[config.mk]
export PLATFORM = sky130hd
export DESIGN_NAME = relative_offset_table_decoder_flat
export DESIGN_NICKNAME = d
export VERILOG_FILES = /design/src/design/rotd_pkg.sv /design/src/design/rotd_ifs.sv /design/src/design/relative_offset_table_decoder.sv /design/src/design/rotd_in_reg.sv /design/src/design/rotd_core.sv /design/src/design/rotd_out_reg.sv /design/src/flat_wrapper.sv
export VERILOG_INCLUDE_DIRS = /design/src /design/src/design
export SDC_FILE = /design/constraint.sdc
export NUM_CORES = 1
export LEC_CHECK = 0
export ABC_AREA = 1
export BUFFER_PORTS_ARGS = -buffer_cell sky130_fd_sc_hd__buf_2
export CELL_PAD_IN_SITES_DETAIL_PLACEMENT = 1
export CELL_PAD_IN_SITES_GLOBAL_PLACEMENT = 2
export CORE_MARGIN = 1
export CORE_UTILIZATION = 32
export CTS_CLUSTER_SIZE = 10
export DETAILED_ROUTE_END_ITERATION = 8
export HOLD_SLACK_MARGIN = 0.12
export PLACE_DENSITY = 0.77
export SLEW_MARGIN = 40
export SYNTH_ARGS = -nofsm -noshare
export SYNTH_HDL_FRONTEND = slang
export SYNTH_SLANG_ARGS = --single-unit
[constraint.sdc]
create_clock -name clk -period 4.4 [get_ports clk]
set_input_delay 0.88 -clock clk [delete_from_list [all_inputs] [get_ports clk]]
set_output_delay 0.88 -clock clk [all_outputs]
set_load 0.05 [all_outputs]
[src/design/relative_offset_table_decoder_macros.svh]
// Assertion macros for the relative offset table decoder core
`ifndef RELATIVE_OFFSET_TABLE_DECODER_MACROS_SVH
`define RELATIVE_OFFSET_TABLE_DECODER_MACROS_SVH

// same-cycle implication
`define ROTD_ASSERT_NOW(label, clk, rst_n, ante, cons, msg) \
    label: assert property (@(posedge clk) disable iff (!rst_n) (ante) |-> (cons)) \
        else $error(msg);

// next-cycle implication
`define ROTD_ASSERT_NEXT(label, clk, rst_n, ante, cons, msg) \
    label: assert property (@(posedge clk) disable iff (!rst_n) (ante) |=> (cons)) \
        else $error(msg);

`endif

[src/design/rotd_pkg.sv]
// Types and constants for the relative offset table decoder
package rotd_pkg;

    localparam int BYTE_W      = 8;
    localparam int WORDS_W     = 30;
    localparam int ADDR_OUT_W  = 32;
    localparam int SUM_W       = 32;
    localparam int LEFT_W      = 2;
    localparam int FIELD_W     = 6;
    localparam int DEFAULT_ADDRESS_WIDTH = 32;

    // length code in the top two bits of an entry's first byte
    typedef enum logic [1:0] {
        LEN_PAD  = 2'd0,
        LEN_ONE  = 2'd1,
        LEN_TWO  = 2'd2,
        LEN_FOUR = 2'd3
    } len_code_t;

    typedef struct packed {
        logic [BYTE_W-1:0] table_byte;
        logic              last_byte;
    } item_t;

    typedef struct packed {
        logic                  entry_valid;
        logic [WORDS_W-1:0]    relative_words;
        logic [ADDR_OUT_W-1:0] patch_address;
        logic                  table_end;
    } result_t;

endpackage

[src/design/rotd_ifs.sv]
// Channel interfaces: table bytes in, results out, configuration writes
interface rotd_byte_if;
    logic                        valid;
    logic                        ready;
    logic [rotd_pkg::BYTE_W-1:0] table_byte;
    logic                        last_byte;

    modport source (output valid, output table_byte, output last_byte, input ready);
    modport sink (input valid, input table_byte, input last_byte, output ready);
endinterface

interface rotd_result_if;
    logic                            valid;
    logic                            ready;
    logic                            entry_valid;
    logic [rotd_pkg::WORDS_W-1:0]    relative_words;
    logic [rotd_pkg::ADDR_OUT_W-1:0] patch_address;
    logic                            table_end;

    modport source (output valid, output entry_valid, output relative_words,
                    output patch_address, output table_end, input ready);
    modport sink (input valid, input entry_valid, input relative_words,
                  input patch_address, input table_end, output ready);
endinterface

interface rotd_cfg_if;
    logic                            valid;
    logic                            ready;
    logic [rotd_pkg::ADDR_OUT_W-1:0] base_address;

    modport source (output valid, output base_address, input ready);
    modport sink (input valid, input base_address, output ready);
endinterface

[src/design/relative_offset_table_decoder.sv]
// Top level of the relative offset table decoder
// Takes one table byte per cycle and, for each completed 1, 2 or 4 byte entry,
// gives its relative word count and the absolute patch address base_address
// plus four times the running word sum; the byte marked last always gives a
// result with table_end set and then clears the decoder. A byte passes the
// input register and the single decode stage into the result register, which
// drives the result channel and holds it until it is taken. Sustained rate is
// one byte per cycle; input stalls only while the result register is full and
// not taken, and the decode stage with its running-sum add sets that figure.
// base_address is written through cfg and must only change while idle.
module relative_offset_table_decoder #(
    parameter int ADDRESS_WIDTH = rotd_pkg::DEFAULT_ADDRESS_WIDTH
) (
    input  logic          clk,
    input  logic          rst_n,
    rotd_byte_if.sink     tbl,
    rotd_cfg_if.sink      cfg,
    rotd_result_if.source res
);

    logic [rotd_pkg::ADDR_OUT_W-1:0] base_address_reg;
    logic                            item_valid;
    rotd_pkg::item_t                 item;
    logic                            advance;
    logic                            load;
    logic                            can_load;
    rotd_pkg::result_t               result;

    assign cfg.ready = 1'b1;

    always_ff @(posedge clk or negedge rst_n)
    begin
        if (!rst_n)
        begin
            base_address_reg <= '0;
        end
        else if (cfg.valid && cfg.ready)
        begin
            base_address_reg <= cfg.base_address;
        end
    end

    rotd_in_reg u_in_reg (
        .clk        (clk),
        .rst_n      (rst_n),
        .tbl        (tbl),
        .advance    (advance),
        .item_valid (item_valid),
        .item       (item)
    );

    rotd_core #(
        .ADDRESS_WIDTH (ADDRESS_WIDTH)
    ) u_core (
        .clk          (clk),
        .rst_n        (rst_n),
        .item_valid   (item_valid),
        .item         (item),
        .base_address (base_address_reg),
        .out_can_load (can_load),
        .advance      (advance),
        .load         (load),
        .result       (result)
    );

    rotd_out_reg u_out_reg (
        .clk      (clk),
        .rst_n    (rst_n),
        .load     (load),
        .result   (result),
        .can_load (can_load),
        .res      (res)
    );

endmodule

[src/design/rotd_in_reg.sv]
// Input register for table bytes
module rotd_in_reg (
    input  logic                clk,
    input  logic                rst_n,
    rotd_byte_if.sink           tbl,
    input  logic                advance,
    output logic                item_valid,
    output rotd_pkg::item_t     item
);

    logic            valid_reg;
    rotd_pkg::item_t item_reg;

    // take a new word when empty or whenever the held one leaves this cycle
    assign tbl.ready  = !valid_reg || advance;
    assign item_valid = valid_reg;
    assign item       = item_reg;

    always_ff @(posedge clk or negedge rst_n)
    begin
        if (!rst_n)
        begin
            valid_reg <= 1'b0;
        end
        else if (tbl.valid && tbl.ready)
        begin
            valid_reg <= 1'b1;
        end
        else if (advance)
        begin
            valid_reg <= 1'b0;
        end
    end

    always_ff @(posedge clk)
    begin
        if (tbl.valid && tbl.ready)
        begin
            item_reg.table_byte <= tbl.table_byte;
            item_reg.last_byte  <= tbl.last_byte;
        end
    end

endmodule

[src/design/rotd_core.sv]
// Entry decode, running word sum and patch address generation
`include "relative_offset_table_decoder_macros.svh"

module rotd_core #(
    parameter int ADDRESS_WIDTH = rotd_pkg::DEFAULT_ADDRESS_WIDTH
) (
    input  logic                            clk,
    input  logic                            rst_n,
    input  logic                            item_valid,
    input  rotd_pkg::item_t                 item,
    input  logic [rotd_pkg::ADDR_OUT_W-1:0] base_address,
    input  logic                            out_can_load,
    output logic                            advance,
    output logic                            load,
    output rotd_pkg::result_t               result
);

    localparam int MASK_BITS = (ADDRESS_WIDTH < rotd_pkg::ADDR_OUT_W) ?
                               ADDRESS_WIDTH : rotd_pkg::ADDR_OUT_W;
    localparam logic [rotd_pkg::ADDR_OUT_W-1:0] ADDR_MASK =
        rotd_pkg::ADDR_OUT_W'((33'd1 << MASK_BITS) - 33'd1);

    logic [rotd_pkg::LEFT_W-1:0]     bytes_left_reg, bytes_left_next;
    logic [rotd_pkg::WORDS_W-1:0]    partial_value_reg, partial_value_next;
    logic [rotd_pkg::SUM_W-1:0]      word_sum_reg;
    logic                            table_done_reg, table_done_next;

    rotd_pkg::len_code_t             code;
    logic                            done_entry;
    logic [rotd_pkg::WORDS_W-1:0]    value;
    logic [rotd_pkg::WORDS_W-1:0]    shifted;
    logic [rotd_pkg::LEFT_W-1:0]     left_dec;
    logic [rotd_pkg::SUM_W-1:0]      sum_new;
    logic [rotd_pkg::ADDR_OUT_W-1:0] addr;
    logic                            produce;

    assign code     = rotd_pkg::len_code_t'(item.table_byte[7:6]);
    assign shifted  = {partial_value_reg[rotd_pkg::WORDS_W-rotd_pkg::BYTE_W-1:0],
                       item.table_byte};
    assign left_dec = bytes_left_reg - 2'd1;

    always_comb
    begin
        done_entry         = 1'b0;
        value              = '0;
        bytes_left_next    = bytes_left_reg;
        partial_value_next = partial_value_reg;
        table_done_next    = table_done_reg;
        if (!table_done_reg)
        begin
            if (bytes_left_reg == 2'd0)
            begin
                case (code)
                    rotd_pkg::LEN_PAD:
                    begin
                        table_done_next = 1'b1;
                    end
                    rotd_pkg::LEN_ONE:
                    begin
                        value      = rotd_pkg::WORDS_W'(item.table_byte[5:0]);
                        done_entry = 1'b1;
                    end
                    rotd_pkg::LEN_TWO:
                    begin
                        partial_value_next = rotd_pkg::WORDS_W'(item.table_byte[5:0]);
                        bytes_left_next    = 2'd1;
                    end
                    rotd_pkg::LEN_FOUR:
                    begin
                        partial_value_next = rotd_pkg::WORDS_W'(item.table_byte[5:0]);
                        bytes_left_next    = 2'd3;
                    end
                    default:
                    begin
                        table_done_next = 1'b1;
                    end
                endcase
            end
            else
            begin
                bytes_left_next = left_dec;
                if (left_dec == 2'd0)
                begin
                    value              = shifted;
                    partial_value_next = '0;
                    done_entry         = 1'b1;
                end
                else
                begin
                    partial_value_next = shifted;
                end
            end
        end
    end

    // new sum first, then the address from it
    assign sum_new = word_sum_reg + rotd_pkg::SUM_W'(value);
    assign addr    = (base_address + {sum_new[rotd_pkg::SUM_W-3:0], 2'b00}) & ADDR_MASK;

    assign produce = done_entry || item.last_byte;
    assign advance = item_valid && (!produce || out_can_load);
    assign load    = advance && produce;

    assign result.entry_valid    = done_entry;
    assign result.relative_words = done_entry ? value : '0;
    assign result.patch_address  = done_entry ? addr : '0;
    assign result.table_end      = item.last_byte;

    always_ff @(posedge clk or negedge rst_n)
    begin
        if (!rst_n)
        begin
            bytes_left_reg    <= '0;
            partial_value_reg <= '0;
            word_sum_reg      <= '0;
            table_done_reg    <= 1'b0;
        end
        else if (advance)
        begin
            if (item.last_byte)
            begin
                // clear for the next table
                bytes_left_reg    <= '0;
                partial_value_reg <= '0;
                word_sum_reg      <= '0;
                table_done_reg    <= 1'b0;
            end
            else
            begin
                bytes_left_reg    <= bytes_left_next;
                partial_value_reg <= partial_value_next;
                word_sum_reg      <= done_entry ? sum_new : word_sum_reg;
                table_done_reg    <= table_done_next;
            end
        end
    end

    `ROTD_ASSERT_NOW(a_done_no_open_entry, clk, rst_n, table_done_reg, bytes_left_reg == 2'd0, "entry open after table end")
    `ROTD_ASSERT_NEXT(a_last_clears, clk, rst_n, advance && item.last_byte, bytes_left_reg == 2'd0 && word_sum_reg == '0 && !table_done_reg, "state not cleared after last word")
    `ROTD_ASSERT_NEXT(a_sum_update, clk, rst_n, advance && done_entry && !item.last_byte, word_sum_reg == $past(sum_new), "word sum not updated")
    `ROTD_ASSERT_NOW(a_entry_not_done, clk, rst_n, load && result.entry_valid, !table_done_reg, "entry decoded after table end")

endmodule

[src/design/rotd_out_reg.sv]
// Result register towards the result channel
module rotd_out_reg (
    input  logic              clk,
    input  logic              rst_n,
    input  logic              load,
    input  rotd_pkg::result_t result,
    output logic              can_load,
    rotd_result_if.source     res
);

    logic              valid_reg;
    rotd_pkg::result_t result_reg;

    // free when empty or when the held word is taken this cycle
    assign can_load           = !valid_reg || res.ready;
    assign res.valid          = valid_reg;
    assign res.entry_valid    = result_reg.entry_valid;
    assign res.relative_words = result_reg.relative_words;
    assign res.patch_address  = result_reg.patch_address;
    assign res.table_end      = result_reg.table_end;

    always_ff @(posedge clk or negedge rst_n)
    begin
        if (!rst_n)
        begin
            valid_reg <= 1'b0;
        end
        else if (load)
        begin
            valid_reg <= 1'b1;
        end
        else if (res.ready)
        begin
            valid_reg <= 1'b0;
        end
    end

    always_ff @(posedge clk)
    begin
        if (load)
        begin
            result_reg <= result;
        end
    end

endmodule

[src/flat_wrapper.sv]
// flat-port wrapper written by rule: the top's interface ports become plain ports
module relative_offset_table_decoder_flat 
#(
    parameter int ADDRESS_WIDTH = rotd_pkg::DEFAULT_ADDRESS_WIDTH
)
  (clk, rst_n, tbl_valid, tbl_table_byte, tbl_last_byte, tbl_ready, cfg_valid, cfg_base_address, cfg_ready, res_valid, res_entry_valid, res_relative_words, res_patch_address, res_table_end, res_ready);
  rotd_byte_if tbl_i ();
  rotd_cfg_if cfg_i ();
  rotd_result_if res_i ();
  input  logic clk;
  input  logic rst_n;
  input wire logic [$bits(tbl_i.valid)-1:0] tbl_valid;
  input wire logic [$bits(tbl_i.table_byte)-1:0] tbl_table_byte;
  input wire logic [$bits(tbl_i.last_byte)-1:0] tbl_last_byte;
  output wire logic [$bits(tbl_i.ready)-1:0] tbl_ready;
  input wire logic [$bits(cfg_i.valid)-1:0] cfg_valid;
  input wire logic [$bits(cfg_i.base_address)-1:0] cfg_base_address;
  output wire logic [$bits(cfg_i.ready)-1:0] cfg_ready;
  output wire logic [$bits(res_i.valid)-1:0] res_valid;
  output wire logic [$bits(res_i.entry_valid)-1:0] res_entry_valid;
  output wire logic [$bits(res_i.relative_words)-1:0] res_relative_words;
  output wire logic [$bits(res_i.patch_address)-1:0] res_patch_address;
  output wire logic [$bits(res_i.table_end)-1:0] res_table_end;
  input wire logic [$bits(res_i.ready)-1:0] res_ready;
  assign tbl_i.valid = tbl_valid;
  assign tbl_i.table_byte = tbl_table_byte;
  assign tbl_i.last_byte = tbl_last_byte;
  assign tbl_ready = tbl_i.ready;
  assign cfg_i.valid = cfg_valid;
  assign cfg_i.base_address = cfg_base_address;
  assign cfg_ready = cfg_i.ready;
  assign res_valid = res_i.valid;
  assign res_entry_valid = res_i.entry_valid;
  assign res_relative_words = res_i.relative_words;
  assign res_patch_address = res_i.patch_address;
  assign res_table_end = res_i.table_end;
  assign res_i.ready = res_ready;
  relative_offset_table_decoder #(.ADDRESS_WIDTH(ADDRESS_WIDTH)) u_core (.clk(clk), .rst_n(rst_n), .tbl(tbl_i), .cfg(cfg_i), .res(res_i));
endmodule
==> qor.tcl <==
set qor(std_cell_rows) 62
set qor(first_pass_iters) 4
set qor(combined_global_route_utilization_of_all_metal_layers) 0.207
set qor(drt_first_iter_violations) 370
set qor(synth_cell_types) 44
set qor(grt_pass1_vias) 8736
set qor(endpoint_kind) {register}
set qor(place_hpwl_microns) 23500
set qor(cp_data_required_time_ps) 4590
set qor(core_sq_mm) 0.0291
set qor(clock_insertion_delay_worst_skew_ps) 440
set qor(routed_via_density) 4.92
set qor(number_of_sinks_on_the_clock_net) 162
set qor(timing.final.setup_violations) 0
set qor(arrival_ps) 4420
set qor(grt_pass1_wl_microns) 48700
set qor(report.final.slew_viol_count) 0
set qor(numCtsBuffers) 17
set qor(vias) 8248
set qor(io_pins) 113
set qor(rsz_0062_raised_after_global_routing) {true}
set qor(max_slew_margin) 0.497
set qor(netlist_area_sq_mm) 0.00957
set qor(finish.net_count) 1390
set qor(die-area_sq_mm) 0.0306
set qor(tightestPinTransition_ps) 751
set qor(gp_routability_congestion) 0.887
set qor(timing.critical_path.slowest_stage_cell) {sky130_fd_sc_hd__dfrtp_1}
set qor(drt-total-wl_microns) 31000
set qor(gr-total-overflow) 0
set qor(cts_tree) {done}
set qor(critical_path.cell_chain) {inv_2 > nand2_1 > nor2_2 > inv_2 > buf_12 > nor2_1 > ha_4 > a21oi_2 > o21ai_1 > o21bai_2 > nand3b_1 > or2_2 > and2_2 > ha_4 > nand2_1 > nor2_2 > inv_1 > nor4_4 > nand4_1 > a21oi_1 > nor2_1}
set qor(max_clock_freq_mhz) 237
set qor(synth_top_cell_area_share) 0.233
set qor(insertedDiodeCount) 0
set qor(timing.hold.worst.class) {in2async}
set qor(power.leakage_nw) 5.58
set qor(synth_warn) 0
set qor(ir_worst_vdd_mv) 0.317
set qor(critical_path.max_fanout) 21
set qor(clk_pin_slew_ps) 80
set qor(final_antenna_net_count) 0
set qor(synth.top_cells.by_area) {sky130_fd_sc_hd__dfrtp_1 (23%), sky130_fd_sc_hd__edfxtp_1 (23%), sky130_fd_sc_hd__nand2_1 (8.6%)}
set qor(layout-drive-gt1-share) 0.272
set qor(maximum_single_stage_delay_on_the_critical_path_ps) 390
set qor(clock_tree_buffer_depth) 2
set qor(h_tree_levels) 4
set qor(grt_max_degree) 66
set qor(area_delta_synth_final_pct) 26.1
set qor(yosysSeqAreaShare) 0.462
set qor(layout_common_cells) {sky130_fd_sc_hd__nand2_1 (208), sky130_fd_sc_hd__nor2_1 (140), sky130_fd_sc_hd__inv_1 (123), sky130_fd_sc_hd__buf_2 (109), sky130_fd_sc_hd__dfrtp_1 (89)}
set qor(floorplan.initialDensity) 0.329
set qor(antenna_found_initial) 0
set qor(synth.ff_latch_count) 162
set qor(postSynthCellCount) 1108
set qor(start_kind) {register}
set qor(finish.instance_area_sq_mm) 0.0121
set qor(synth_edf_count) 73
set qor(postSynthAreaPerCell_sq_um) 8.63
set qor(synth_flop_cell) {sky130_fd_sc_hd__dfrtp_1}
set qor(pwr_density_cell_mw_per_mm2) 535
set qor(route.detailed.drc) 0
set qor(number_of_i_o_port_buffers) 111
set qor(setup.worst_path.class) {reg2reg}
set qor(worst-path-buf-inv) 4
set qor(outcome) {finished clean}
set qor(drv_cap) 0
set qor(ffs_w_async_s_r_synth) 0.549
set qor(layout_worst_path_cycle_share) 0.961
set qor(timing.setup.tns_ps) 0
set qor(die-height_microns) 175
set qor(routedWlPerCell_microns) 18.5
set qor(synth_top_cell_by_area) {sky130_fd_sc_hd__dfrtp_1}
set qor(fin_worst_skew_ps) 20.0
set qor(cts_root_buf) {sky130_fd_sc_hd__clkbuf_16}
set qor(critical_path.top_delay_family) {simple AND/OR/NAND/NOR gates}
set qor(leading_cell_type_in_the_layout_fill_and_taps_excluded) {sky130_fd_sc_hd__nand2_1}
set qor(final_period_demand_of_the_worst_path_ps) 4230
set qor(chipWidth_microns) 175
set qor(placedInstanceArea_sq_mm) 0.0109
set qor(timing_hold_violations_final) 0
set qor(syn_nets) 1217
==> cells in the mapped netlist, types with 4 or more instances <==
master and n:
sky130_fd_sc_hd__nand2_1 218, sky130_fd_sc_hd__nor2_1 154, sky130_fd_sc_hd__inv_1 125, sky130_fd_sc_hd__a21oi_1 91, sky130_fd_sc_hd__dfrtp_1 89, sky130_fd_sc_hd__edfxtp_1 73, sky130_fd_sc_hd__o21ai_0 65, sky130_fd_sc_hd__ha_1 61
sky130_fd_sc_hd__nand3_1 39, sky130_fd_sc_hd__mux2_2 29, sky130_fd_sc_hd__nor3_1 13, sky130_fd_sc_hd__xor2_1 13, sky130_fd_sc_hd__clkbuf_1 11, sky130_fd_sc_hd__nand4_1 11, sky130_fd_sc_hd__o22ai_1 11, sky130_fd_sc_hd__o21bai_1 10
sky130_fd_sc_hd__o22ai_2 10, sky130_fd_sc_hd__a22o_1 9, sky130_fd_sc_hd__a21o_1 8, sky130_fd_sc_hd__and2_1 7, sky130_fd_sc_hd__xnor2_1 7, sky130_fd_sc_hd__nand3b_1 6, sky130_fd_sc_hd__o21a_1 5, sky130_fd_sc_hd__inv_2 4
sky130_fd_sc_hd__or2_2 4
==> timing repair <==
action,4_1_cts,5_1_grt
hold buffers,0,0
resized for setup,8,100
setup buffers,0,11
pin swaps,0,22
endpoints found under the setup margin,5,17
==> per-layer routing <==
metal / global-route usage / share of wire / up-vias
li1: - / - / 4072
met1: 0.281 / 0.48 / 4013
met2: 0.351 / 0.48 / 135
met3: 0.0200 / 0.027 / 28
met4: 0.0569 / 0.014 / 0
met5: 0 / 0 / -
==> cell type report <==
class | instances | area, sq um
Fill cell | 3493 | 17000
Multi-Input combinational cell | 796 | 5010
Sequential cell | 162 | 4420
Timing Repair Buffer | 175 | 1060
Inverter | 129 | 484
Tap cell | 384 | 480
Clock buffer | 17 | 425
Clock inverter | 15 | 190
==> worst paths after layout <==
kind | startpoint | end | slack (ps) | cells after the start
worst max-delay path | u_core.u_core.bytes_left_reg[1] | u_core.u_out_reg.res.patch_address[30] | 170 | 21
worst min-delay path | rst_n | u_core.u_core.table_done_reg | 440 | 1
worst max register to register | u_core.u_core.bytes_left_reg[1] | u_core.u_out_reg.res.patch_address[30] | 170 | 21
worst min register to register | u_core.u_core.word_sum_reg[28] | u_core.u_core.word_sum_reg[28] | 500 | 2
max in group asynchronous | rst_n | u_core.u_core.word_sum_reg[18] | 2970 | 2
min in group clk | u_core.u_core.word_sum_reg[28] | u_core.u_core.word_sum_reg[28] | 500 | 2
==> stage by stage <==
stage               hold WS [ps]   util  worst slack, ps  cells  total power, mW
finish                       438  0.415              173   1678             6.46
floorplan                    455      -              258   1108             3.91
global placement             470  0.375             -109   1635             4.73
CTS                          457  0.397             10.6   1667             6.41
detailed placement           480  0.375             -118   1635             4.77
global route                 462  0.415            -87.0   1678             6.83
==> where the power goes <==
group	switching [mW]	internal (mW)
sequential	0.131	1.95
combinational	1.96	0.806
clock	0.735	0.868
==> cell families (layout without fill, tap and decap cells) <==
family          Yosys count  in the layout  share of synthesized area
buf+inv                 150            336                     0.0623
xor+xnor                 20             20                     0.0183
fa+ha+maj                63             63                     0.0840
flops                   162            162                      0.462
mux                      29             29                     0.0341
other cells               1              1                   0.000392
compound gates          220            220                      0.137
simple gates            463            463                      0.202
Power figures use the tool's default switching activity.
